<file path="config.mk">
export PLATFORM = sky130hd
export DESIGN_NAME = ssmeg_ctrl
export DESIGN_NICKNAME = d
export VERILOG_FILES = /design/src/rtl/core/ssmeg_pkg.sv /design/src/rtl/core/ssmeg_ctrl.sv
export SDC_FILE = /design/constraint.sdc
export NUM_CORES = 1
export LEC_CHECK = 0
export ABC_AREA = 1
export BUFFER_PORTS_ARGS = -buffer_cell sky130_fd_sc_hd__buf_2
export CORE_AREA = 2 2 39 41
export DETAILED_ROUTE_END_ITERATION = 10
export DIE_AREA = 0 0 41 43
export PLACE_DENSITY = 0.4
export SYNTH_ARGS = -nofsm -noshare
export SYNTH_HDL_FRONTEND = slang
export SYNTH_SLANG_ARGS = --single-unit
export TNS_END_PERCENT = 5
</file>
<file path="constraint.sdc">
create_clock -name clk -period 1.4 [get_ports clk]
set_input_delay 0 -clock clk [delete_from_list [all_inputs] [get_ports clk]]
set_output_delay 0 -clock clk [all_outputs]
set_load 0.05 [all_outputs]
</file>
<file path="src/rtl/core/ssmeg_pkg.sv">
package ssmeg_pkg;

    // Field widths fixed by the item formats
    localparam int ROW_W      = 10;
    localparam int IDX_W      = 20;
    localparam int VAL_W      = 32;
    localparam int CIDX_W     = 5;
    localparam int DIM_CFG_W  = 11;
    localparam int SIZE_CFG_W = 3;
    localparam int THR_W      = 31;
    localparam int CFG_IDX_W  = 3;
    localparam int CFG_DATA_W = 32;

    localparam logic signed [VAL_W-1:0] RESET_SCALE = 32'sd65536;
    localparam logic [THR_W-1:0]        RESET_THR   = '0;

    typedef enum logic [0:0] {
        FUNC_LOAD  = 1'b0,
        FUNC_POINT = 1'b1
    } func_t;

    typedef enum logic [CFG_IDX_W-1:0] {
        CFG_GRID_ROWS      = 3'd0,
        CFG_GRID_COLS      = 3'd1,
        CFG_STENCIL_SIZE   = 3'd2,
        CFG_KINETIC_SCALE  = 3'd3,
        CFG_COEF_THRESHOLD = 3'd4
    } cfg_reg_t;

    typedef struct packed {
        func_t                   func;
        logic [ROW_W-1:0]        point_row;
        logic [ROW_W-1:0]        point_col;
        logic [CIDX_W-1:0]       coef_index;
        logic signed [VAL_W-1:0] coef_value;
        logic signed [VAL_W-1:0] potential;
    } req_t;

    typedef struct packed {
        logic [IDX_W-1:0]        entry_row;
        logic [IDX_W-1:0]        entry_col;
        logic signed [VAL_W-1:0] entry_value;
        logic                    last;
    } rsp_t;

    typedef enum logic [1:0] {
        ST_IDLE,
        ST_SETUP,
        ST_SCAN,
        ST_DRAIN
    } state_t;

    // controller -> datapath
    typedef struct packed {
        logic capture;
        logic setup;
        logic scan;
        logic flush;
    } cmd_t;

    // datapath -> controller
    typedef struct packed {
        logic in_grid;
        logic scan_end;
        logic adv;
        logic flush_done;
    } sts_t;

endpackage

</file>
<file path="src/rtl/core/ssmeg_ctrl.sv">
module ssmeg_ctrl (
    input  logic               clk,
    input  logic               rst_n,
    input  logic               req_valid,
    input  ssmeg_pkg::func_t   req_func,
    input  ssmeg_pkg::sts_t    sts,
    output logic               req_stall,
    output ssmeg_pkg::cmd_t    cmd
);

    ssmeg_pkg::state_t state_reg;
    ssmeg_pkg::state_t state_next;

    always_ff @(posedge clk or negedge rst_n)
    begin
        if (!rst_n)
        begin
            state_reg <= ssmeg_pkg::ST_IDLE;
        end
        else
        begin
            state_reg <= state_next;
        end
    end

    always_comb
    begin
        state_next = state_reg;
        unique case (state_reg)
            ssmeg_pkg::ST_IDLE:
            begin
                if (req_valid && req_func == ssmeg_pkg::FUNC_POINT && sts.in_grid)
                begin
                    state_next = ssmeg_pkg::ST_SETUP;
                end
            end
            ssmeg_pkg::ST_SETUP:
            begin
                state_next = ssmeg_pkg::ST_SCAN;
            end
            ssmeg_pkg::ST_SCAN:
            begin
                if (sts.adv && sts.scan_end)
                begin
                    state_next = ssmeg_pkg::ST_DRAIN;
                end
            end
            ssmeg_pkg::ST_DRAIN:
            begin
                if (sts.flush_done)
                begin
                    state_next = ssmeg_pkg::ST_IDLE;
                end
            end
        endcase
    end

    always_comb
    begin
        cmd       = '0;
        req_stall = 1'b1;
        unique case (state_reg)
            ssmeg_pkg::ST_IDLE:
            begin
                req_stall   = 1'b0;
                cmd.capture = req_valid;
            end
            ssmeg_pkg::ST_SETUP:
            begin
                cmd.setup = 1'b1;
            end
            ssmeg_pkg::ST_SCAN:
            begin
                cmd.scan = 1'b1;
            end
            ssmeg_pkg::ST_DRAIN:
            begin
                cmd.flush = 1'b1;
            end
        endcase
    end

    // setup always moves on to scan
    assert property (@(posedge clk) disable iff (!rst_n)
        state_reg == ssmeg_pkg::ST_SETUP |=> state_reg == ssmeg_pkg::ST_SCAN)
        else $error("setup did not move to scan");

    // a frozen pipeline holds the scan
    assert property (@(posedge clk) disable iff (!rst_n)
        (state_reg == ssmeg_pkg::ST_SCAN && !sts.adv) |=> state_reg == ssmeg_pkg::ST_SCAN)
        else $error("scan left while pipeline frozen");

endmodule

</file>
==> results.py, run 1 <==
metrics = {
    "die": {
        "pin_count": 13,
        "rows": 14,
        "core_um2": 1380,
        "initial_utilization_pct": 14.6,
        "fp.dieW_um": 41,
        "dieArea_um2": 1760,
        "die_height_um": 43,
    },
    "timing": {
        "hold_viol": 0,
        "slew_headroom_pct": 83.5,
        "finalSetupViolations": 0,
        "rsz0062_at_grt": "false",
        "worstMarginPinSlew_ns": 0.250,
        "fmax_mhz": 768,
        "fin_skew_ns": 0.000360,
        "timing.final.crit_share_pct": 93.0,
        "timing.setup.tns_ns": 0,
        "final.setup.worst_slack_ns": 0.0984,
        "drv_slew": 0,
        "holdWs_ns": 0.0896,
        "period_needed_ns": 1.30,
    },
    "pwr": {
        "power_switching_mw": 0.483,
        "seqPwrFrac_pct": 14.6,
        "power.leakage_nw": 0.194,
        "comb_power_share_pct": 70.2,
        "clkPwrFrac_pct": 15.2,
        "powerDensity_nw_per_um2": 2620,
        "ir_drop_mv": 1.12,
        "internal_power_mw": 0.348,
        "power.share.switching_pct": 58.1,
    },
    "place": {
        "portBuffers": 12,
        "placed_cells_incl_taps": 54,
        "pre_cts_ws_ns": 0.249,
        "place_area_um2": 284,
        "hpwlAfterDp_um": 338,
        "gp_congestion": 0.680,
    },
    "worst_hold_path": {
        "hp-class": "input pin to async pin",
    },
    "synth": {
        "seq_area_frac_synth_pct": 24.8,
        "syn-cell-area_um2": 201,
        "synth.top_cell.area_share_pct": 31.1,
        "synth_warnings": 0,
        "netlist_instances": 26,
        "yosysTopAreaCell": "ha_1",
        "synthTopCellsByArea": "ha_1 (31%), dfrtp_1 (25%), nand2_1 (15%)",
        "synth_area_per_cell_um2": 7.75,
        "synth_nets": 39,
        "ys_seq_elements": 2,
        "synth_cell_type_count": 9,
    },
    "status": {
        "status": "complete, no violations",
    },
    "cells_and_area": {
        "drive_above_1_share_pct": 42.9,
        "multi_input_area_um2": 135,
        "largest_reg_flops": 2,
        "fill_cells": 159,
        "final_cell_mix": "buf_2 (12), nand2_1 (8), inv_1 (5), ha_1 (4), clkbuf_4 (3)",
        "seq_area_um2": 50.0,
        "final_area_um2": 317,
        "area_delta_synth_final_pct": 57.1,
        "final-instance-count-excl-fill": 58,
        "layout.cells.most_common": "buf_2",
        "antennaDiodeCount": 0,
        "layout.nets": 57,
    },
    "flow_run": {
        "max-cap-violations": 0,
    },
    "grt": {
        "antenna_found_initial": 0,
        "gr-total-overflow": 0,
        "grt_start_max_net_pins": 5,
        "grt_pass1_vias": 210,
        "grt_usage_pct": 6.03,
        "grt_pass1_wl_um": 683,
    },
    "routing": {
        "viasPerCell": 3.48,
        "drcViolationCount": 0,
        "vias": 202,
        "firstDrtPassIters": 4,
        "wl_um": 412,
        "wl_per_cell_um": 7.10,
        "drt_iter0_drc": 6,
        "postRouteAntennaNets": 0,
    },
    "clocking": {
        "path_clk_slew_ns": 0.03,
        "cts_buffer_depth": 2,
        "clock_latency_ns": 0.22,
        "cts_tree": "yes",
        "cts-buffers-inserted": 3,
        "cts.sinks": 2,
        "cts_htree_levels": 1,
        "clock-root-buffer": "clkbuf_4",
    },
    "setup_path": {
        "cpMaxStageDelayCell": "dfrtp_1",
        "crit_arrival_ns": 1.30,
        "cp-end-kind": "output pin",
        "path_class": "flip-flop to output pin",
        "crit_path_max_incr_delay_ns": 0.40,
        "worstPathMaxFanout": 4,
        "cp_top_family": "flip-flops",
        "crit_required_ns": 1.40,
        "worstPathCellList": "inv_1 -> ha_1 -> nand2_1 -> inv_1 -> buf_2",
        "cp_num_buf_inv": 3,
        "critPathLaunchType": "flip-flop",
        "worst_path_most_repeated_cell": "inv_1",
    },
}
## routing by layer
layer  GRT usage (%)  up-vias  routed length [um]
met4            8.00        0                   0
met3               0        0                  43
met1            6.77       80                 181
li1                -      113                   -
met2            8.44        9                 186
met5               0        -                   0
## final timing paths
| path | cells after the start | end | slack, ns | startpoint |
|---|---|---|---|---|
| setup reg to reg | 5 | state_reg[0]$_DFFE_PN0P_ | 0.25 | state_reg[0]$_DFFE_PN0P_ |
| hold reg to reg | 2 | state_reg[0]$_DFFE_PN0P_ | 0.53 | state_reg[0]$_DFFE_PN0P_ |
| max in group asynchronous | 2 | state_reg[0]$_DFFE_PN0P_ | 1.22 | rst_n |
| setup / recovery | 5 | cmd[3] | 0.1 | state_reg[1]$_DFFE_PN0P_ |
| min in group clk | 5 | state_reg[1]$_DFFE_PN0P_ | 0.19 | req_func |
| hold / removal | 2 | state_reg[1]$_DFFE_PN0P_ | 0.09 | rst_n |
## stage by stage
| stage | util (%) | power, mW |
|---|---|---|
| 6_report | 22.9 | 0.830 |
| 5_1_grt | 22.9 | 0.921 |
| 4_1_cts | 22.9 | 0.850 |
| 3_5_place_dp | 20.5 | 0.710 |
| 3_3_place_gp | 20.5 | 0.716 |
| 2_1_floorplan | - | 0.613 |
## repair_timing
item | CTS | global route
hold endpoints to repair | 2 | 0
hold buffers | 1 | 0
endpoints found under the setup margin | 0 | 0
buffers inserted | 0 | 0
resized for setup | 0 | 0
## cells in the mapped netlist
cell     instances
ha_1             5
dfrtp_1          2
inv_1            5
nand4_1          2
nand3_2          1
nand2_2          1
or2_1            1
nand2_1          8
nand3_1          1
## worst register-to-register path: stages (launching register included)
cell	delay (ns)
dfrtp_1	0.38
inv_1	0.09
ha_1	0.19
or2_1	0.22
nand4_1	0.09
nand2_1	0.06
## final cells by class
| class | count | area share, % |
|---|---|---|
| Clock buffer | 3 | 7.11 |
| Inverter | 5 | 5.93 |
| Multi-Input combinational cell | 19 | 42.7 |
| Sequential cell | 2 | 15.8 |
| Tap cell | 16 | 6.32 |
| Timing Repair Buffer | 13 | 22.1 |
## power by group through the flow
stage | clock network (mW) | logic, mW | registers, mW
after global routing | 0.140 | 0.653 | 0.129
after detailed placement | 0 | 0.587 | 0.123
after global placement | 0 | 0.594 | 0.122
after CTS | 0.137 | 0.591 | 0.122
after floorplan | 0 | 0.497 | 0.116
final | 0.126 | 0.583 | 0.121
## cell families after synthesis
| group | Yosys count | share of synthesized area [%] |
|---|---|---|
| adder cells (fa/ha/maj) | 5 | 31.1 |
| buffers and inverters | 5 | 9.32 |
| AND/OR/NAND/NOR | 14 | 34.8 |
| flip-flops | 2 | 24.8 |
Note: power is estimated with default switching activity, not from simulation.
==> run 2, diff against run 1 <==
--- a/config.mk
+++ b/config.mk
@@ -5,12 +5,12 @@
 export SDC_FILE = /design/constraint.sdc
 export NUM_CORES = 1
 export LEC_CHECK = 0
-export ABC_AREA = 1
+export ABC_AREA = 0
 export BUFFER_PORTS_ARGS = -buffer_cell sky130_fd_sc_hd__buf_2
 export CORE_AREA = 2 2 39 41
 export DETAILED_ROUTE_END_ITERATION = 10
 export DIE_AREA = 0 0 41 43
-export PLACE_DENSITY = 0.4
+export PLACE_DENSITY = 0.39
 export SYNTH_ARGS = -nofsm -noshare
 export SYNTH_HDL_FRONTEND = slang
 export SYNTH_SLANG_ARGS = --single-unit
==> results.py, run 2 <==
metrics = {
    "synth": {
        "async_reset_ff_share_pct": 100,
        "ys_top_cells_by_count": "ha_1 (5), inv_1 (3), dfrtp_1 (2)",
        "synth_edf_count": 0,
        "netlist_instances": 19,
        "synth_area_per_cell_um2": 10.2,
        "synth_cell_type_count": 12,
        "ys_dominant_reg_cell": "dfrtp_1",
        "synth_warnings": 0,
        "synth.top_cell.area_share_pct": 32.3,
        "synthTopCellsByArea": "ha_1 (32%), dfrtp_1 (26%), a221oi_2 (7.7%)",
        "yosysTopAreaCell": "ha_1",
        "synth_nets": 32,
        "synth.most_common_cell": "ha_1",
        "seq_area_frac_synth_pct": 25.8,
        "syn-cell-area_um2": 194,
        "ys_seq_elements": 2,
    },
    "die": {
        "die_height_um": 43,
        "rows": 14,
        "core_um2": 1380,
        "initial_utilization_pct": 14.0,
        "dieArea_um2": 1760,
        "fp.dieW_um": 41,
        "pin_count": 13,
    },
    "setup_path": {
        "reg2reg_depth": 4,
        "crit_arrival_ns": 1.53,
        "endpoint": "state_reg[1]$_DFFE_PN0P_",
        "worstPathCellList": "inv_2 -> ha_4 -> a221oi_4 -> mux2_4",
        "ff2ff_setup_slack_ns": -0.03,
        "crit_path_max_incr_delay_ns": 0.41,
        "critPathLaunchType": "flip-flop",
        "cp_num_buf_inv": 1,
        "crit_required_ns": 1.50,
        "r2r-start": "state_reg[0]$_DFFE_PN0P_",
        "cp-end-kind": "flip-flop",
        "cp-startpoint": "state_reg[0]$_DFFE_PN0P_",
        "worstPathMaxFanout": 3,
        "cpMaxStageDelayCell": "dfrtp_1",
        "timing.rr.end": "state_reg[1]$_DFFE_PN0P_",
        "path_depth": 4,
        "cp_top_family": "flip-flops",
        "path_class": "flip-flop to flip-flop",
    },
    "routing": {
        "postRouteAntennaNets": 0,
        "wl_per_cell_um": 9.02,
        "vias": 220,
        "wl_um": 523,
        "viasPerCell": 3.79,
        "drt_iter0_drc": 0,
        "drcViolationCount": 0,
        "firstDrtPassIters": 1,
    },
    "cells_and_area": {
        "layout.cells.most_common": "buf_2",
        "drive_above_1_share_pct": 81.0,
        "final_cell_mix": "buf_2 (10), buf_4 (7), clkbuf_4 (4), ha_4 (3)",
        "area_delta_synth_final_pct": 126,
        "fin_util_pct": 31.6,
        "antennaDiodeCount": 0,
        "final-instance-count-excl-fill": 58,
        "layout.nets": 57,
        "largest_reg_flops": 2,
    },
    "grt": {
        "grt_pass1_wl_um": 814,
        "antenna_found_initial": 0,
        "grt_use_met1_pct": 6.11,
        "grt_start_max_net_pins": 5,
        "grt-busiest-layer": "met2",
        "met3_usage_pct": 3.14,
        "grt_pass1_vias": 229,
        "grt_use_met2_pct": 12.2,
        "grt_usage_pct": 7.33,
        "gr-total-overflow": 0,
    },
    "place": {
        "gp_congestion": 0.596,
        "placed_cells_incl_taps": 52,
        "pre_cts_ws_ns": -0.108,
        "portBuffers": 12,
    },
    "status": {
        "status": "finished, violations left",
        "violations": "setup timing",
    },
    "pwr": {
        "total_power_mw": 1.24,
        "ir_drop_mv": 1.01,
        "powerDensity_nw_per_um2": 2820,
        "power.leakage_nw": 0.213,
    },
    "timing": {
        "timing.final.crit_share_pct": 102,
        "hold_viol": 0,
        "worstMarginPinSlew_ns": 0.249,
        "slew_headroom_pct": 83.5,
        "drv_slew": 0,
        "final.setup.worst_slack_ns": -0.0274,
        "finalSetupViolations": 1,
        "fmax_mhz": 701,
        "timing.setup.tns_ns": -0.0274,
        "period_needed_ns": 1.43,
        "fin_skew_ns": 0.000752,
        "rsz0062_at_grt": "true",
    },
    "clocking": {
        "cts-buffers-inserted": 3,
        "cts_buffer_depth": 2,
        "path_clk_slew_ns": 0.03,
        "clock_latency_ns": 0.22,
        "clock-root-buffer": "clkbuf_4",
        "cts_tree": "yes",
        "cts.sinks": 2,
        "cts_htree_levels": 1,
    },
    "worst_hold_path": {
        "hp-class": "input pin to async pin",
    },
    "flow_run": {
        "max-cap-violations": 0,
    },
}
==> run 2: cell type report <==
cell class	instances	area (um2)
Fill cell	158	946
Multi-Input combinational cell	14	201
Timing Repair Buffer	20	131
Sequential cell	2	51.3
Clock buffer	3	22.5
Tap cell	16	20.0
Inverter	3	11.3
==> run 2: worst min path at each step <==
stage                     slack, ns                        to  cells after the start
after global placement        -0.21  state_reg[0]$_DFFE_PN0P_                      1
final                          0.09  state_reg[1]$_DFFE_PN0P_                      2
after CTS                      0.08  state_reg[1]$_DFFE_PN0P_                      2
after floorplan               -0.30  state_reg[0]$_DFFE_PN0P_                      0
after global routing           0.08  state_reg[0]$_DFFE_PN0P_                      2
after detailed placement      -0.21  state_reg[1]$_DFFE_PN0P_                      1
==> run 2: timing repair <==
item,CTS,global route
pin swaps,2,0
endpoints found under the hold margin,2,0
hold buffers,1,0
setup buffers,2,0
endpoints found under the setup margin,2,4
gates resized for setup,5,5
==> run 2: kinds of logic (layout without fill, tap and decap cells) <==
kind of cell	count (synthesis)	after routing	share of synthesized area, %
adder cells (fa/ha/maj)	5	5	32.3
AND/OR/NAND/NOR	5	5	15.5
AO/OA/AOI/OAI	3	3	14.8
buffers and inverters	3	26	5.81
flip-flops	2	2	25.8
multiplexers	1	1	5.81
==> run 2: per-layer routing <==
metal,vias up,part of all wire (%)
met2,10,59
met3,0,11
li1,111,-
met4,0,0
met1,99,31
met5,-,0
==> run 2: metrics by stage <==
step | hold slack (ns) | cell area (um2)
global placement | -0.215 | 347
global route | 0.0847 | 438
finish | 0.0871 | 438
floorplan | -0.296 | 229
detailed placement | -0.213 | 347
CTS | 0.0753 | 423
==> run 2: power by group <==
part	total, mW	switching, mW	internal [mW]
Combinational	0.962	0.500	0.462
Clock	0.126	0.0318	0.0945
Sequential	0.147	0.0518	0.0950
==> run 3, diff against run 2 <==
--- a/config.mk
+++ b/config.mk
@@ -11,6 +11,7 @@
 export DETAILED_ROUTE_END_ITERATION = 10
 export DIE_AREA = 0 0 41 43
 export PLACE_DENSITY = 0.39
+export REMOVE_ABC_BUFFERS = 1
 export SYNTH_ARGS = -nofsm -noshare
 export SYNTH_HDL_FRONTEND = slang
 export SYNTH_SLANG_ARGS = --single-unit
==> results.py, run 3 (synthesis results as in run 2) <==
metrics = {
    "status": {
        "status": "finished, violations left",
        "violations": "setup timing",
    },
    "grt": {
        "grt_use_met2_pct": 8.44,
        "grt-busiest-layer": "met2",
        "grt_use_met1_pct": 6.43,
        "grt_pass1_vias": 208,
        "grt_usage_pct": 6.53,
        "met3_usage_pct": 3.14,
        "grt_pass1_wl_um": 717,
        "antenna_found_initial": 0,
        "grt_start_max_net_pins": 5,
        "gr-total-overflow": 0,
    },
    "routing": {
        "wl_per_cell_um": 9.37,
        "drcViolationCount": 0,
        "vias": 215,
        "firstDrtPassIters": 1,
        "drt_iter0_drc": 0,
        "viasPerCell": 3.64,
        "postRouteAntennaNets": 0,
        "wl_um": 553,
    },
    "setup_path": {
        "ff2ff_setup_slack_ns": -0.01,
        "endpoint": "state_reg[1]$_DFFE_PN0P_",
        "crit_required_ns": 1.50,
        "cp-end-kind": "flip-flop",
        "crit_arrival_ns": 1.51,
        "worstPathMaxFanout": 4,
        "r2r-start": "state_reg[0]$_DFFE_PN0P_",
        "cp-startpoint": "state_reg[0]$_DFFE_PN0P_",
        "path_class": "flip-flop to flip-flop",
        "reg2reg_depth": 4,
        "timing.rr.end": "state_reg[1]$_DFFE_PN0P_",
        "critPathLaunchType": "flip-flop",
    },
    "clocking": {
        "clock-root-buffer": "clkbuf_4",
        "cts_tree": "yes",
        "path_clk_slew_ns": 0.03,
        "cts.sinks": 2,
        "cts_htree_levels": 1,
        "cts-buffers-inserted": 3,
        "cts_buffer_depth": 2,
        "clock_latency_ns": 0.22,
    },
    "cells_and_area": {
        "largest_reg_flops": 2,
        "fin_util_pct": 29.6,
        "final_cell_mix": "buf_2 (11), buf_4 (9), clkbuf_4 (3)",
        "layout.nets": 58,
        "antennaDiodeCount": 0,
        "fill_cells": 156,
        "seq_area_um2": 50.0,
        "area_delta_synth_final_pct": 111,
        "final_area_um2": 409,
        "drive_above_1_share_pct": 74.4,
        "multi_input_area_um2": 173,
        "layout.cells.most_common": "buf_2",
    },
    "timing": {
        "rsz0062_at_grt": "true",
        "fin_skew_ns": 0.000582,
        "period_needed_ns": 1.41,
        "finalSetupViolations": 1,
        "hold_viol": 0,
        "timing.final.crit_share_pct": 101,
        "slew_headroom_pct": 83.1,
        "worstMarginPinSlew_ns": 0.256,
        "fmax_mhz": 709,
        "holdWs_ns": 0.0942,
        "timing.setup.tns_ns": -0.00959,
        "final.setup.worst_slack_ns": -0.00959,
        "drv_slew": 0,
    },
    "die": {
        "core_um2": 1380,
        "fp.dieW_um": 41,
        "die_height_um": 43,
        "dieArea_um2": 1760,
        "pin_count": 13,
        "rows": 14,
        "initial_utilization_pct": 14.0,
    },
    "pwr": {
        "ir_drop_mv": 0.833,
        "total_power_mw": 1.17,
        "powerDensity_nw_per_um2": 2870,
        "power.leakage_nw": 0.211,
    },
    "place": {
        "gp_congestion": 0.670,
        "hpwlAfterDp_um": 360,
        "portBuffers": 12,
        "place_area_um2": 312,
    },
    "flow_run": {
        "max-cap-violations": 0,
    },
    "worst_hold_path": {
        "hp-class": "input pin to async pin",
    },
}
run 3: cell count changes in the layout (fill, tap and decap cells not counted), sizes merged:
cell,previous run,this run
buf,18,20
clkbuf,4,3
run 3: worst max-delay path, stage by stage, from the launching register on:
cell      delay [ns]
dfrtp_1         0.41
ha_2            0.21
nor2b_4         0.13
a221oi_4        0.21
mux2_4          0.33
run 3: layout make-up:
type	count	share of cell area, %
Timing Repair Buffer	21	32.4
Inverter	3	2.75
Sequential cell	2	12.2
Multi-Input combinational cell	14	42.2
Clock buffer	3	5.50
Tap cell	16	4.89
run 3: metrics by stage:
| step | setup WS (ns) | cells |
|---|---|---|
| after floorplan | -0.266 | 19 |
| after global placement | -0.0732 | 52 |
| after detailed placement | -0.0722 | 52 |
| after CTS | -0.0345 | 58 |
| after global routing | -0.0647 | 59 |
| final | -0.00959 | 59 |
run 3: what timing repair did:
| item | CTS | global route |
|---|---|---|
| pin swaps | 2 | 3 |
| hold buffers | 1 | 0 |
| endpoints found under the setup margin | 2 | 3 |
| endpoints found under the hold margin | 2 | 0 |
| buffers inserted | 2 | 1 |
| resized for setup | 7 | 5 |
run 3: per-layer routing:
metal  part of all wire, %  vias up
li1                      -      113
met1                    37       89
met2                    50       13
met3                    12        0
met4                     0        0
met5                     0        -
run 3: worst min path at each step:
stage	from	to	slack (ns)	cells past startpoint
floorplan	rst_n	state_reg[0]$_DFFE_PN0P_	-0.30	0
global placement	rst_n	state_reg[1]$_DFFE_PN0P_	-0.21	1
detailed placement	rst_n	state_reg[1]$_DFFE_PN0P_	-0.21	1
CTS	rst_n	state_reg[0]$_DFFE_PN0P_	0.08	2
global route	rst_n	state_reg[1]$_DFFE_PN0P_	0.1	2
finish	rst_n	state_reg[1]$_DFFE_PN0P_	0.09	2
run 3: power by group:
group | total (mW) | internal (mW) | switching [mW] | leakage (nW)
Combinational | 0.916 | 0.436 | 0.481 | 0.174
Clock | 0.125 | 0.0944 | 0.0308 | 0.0138
Sequential | 0.132 | 0.0920 | 0.0397 | 0.0234
Total | 1.17 | 0.622 | 0.551 | 0.211
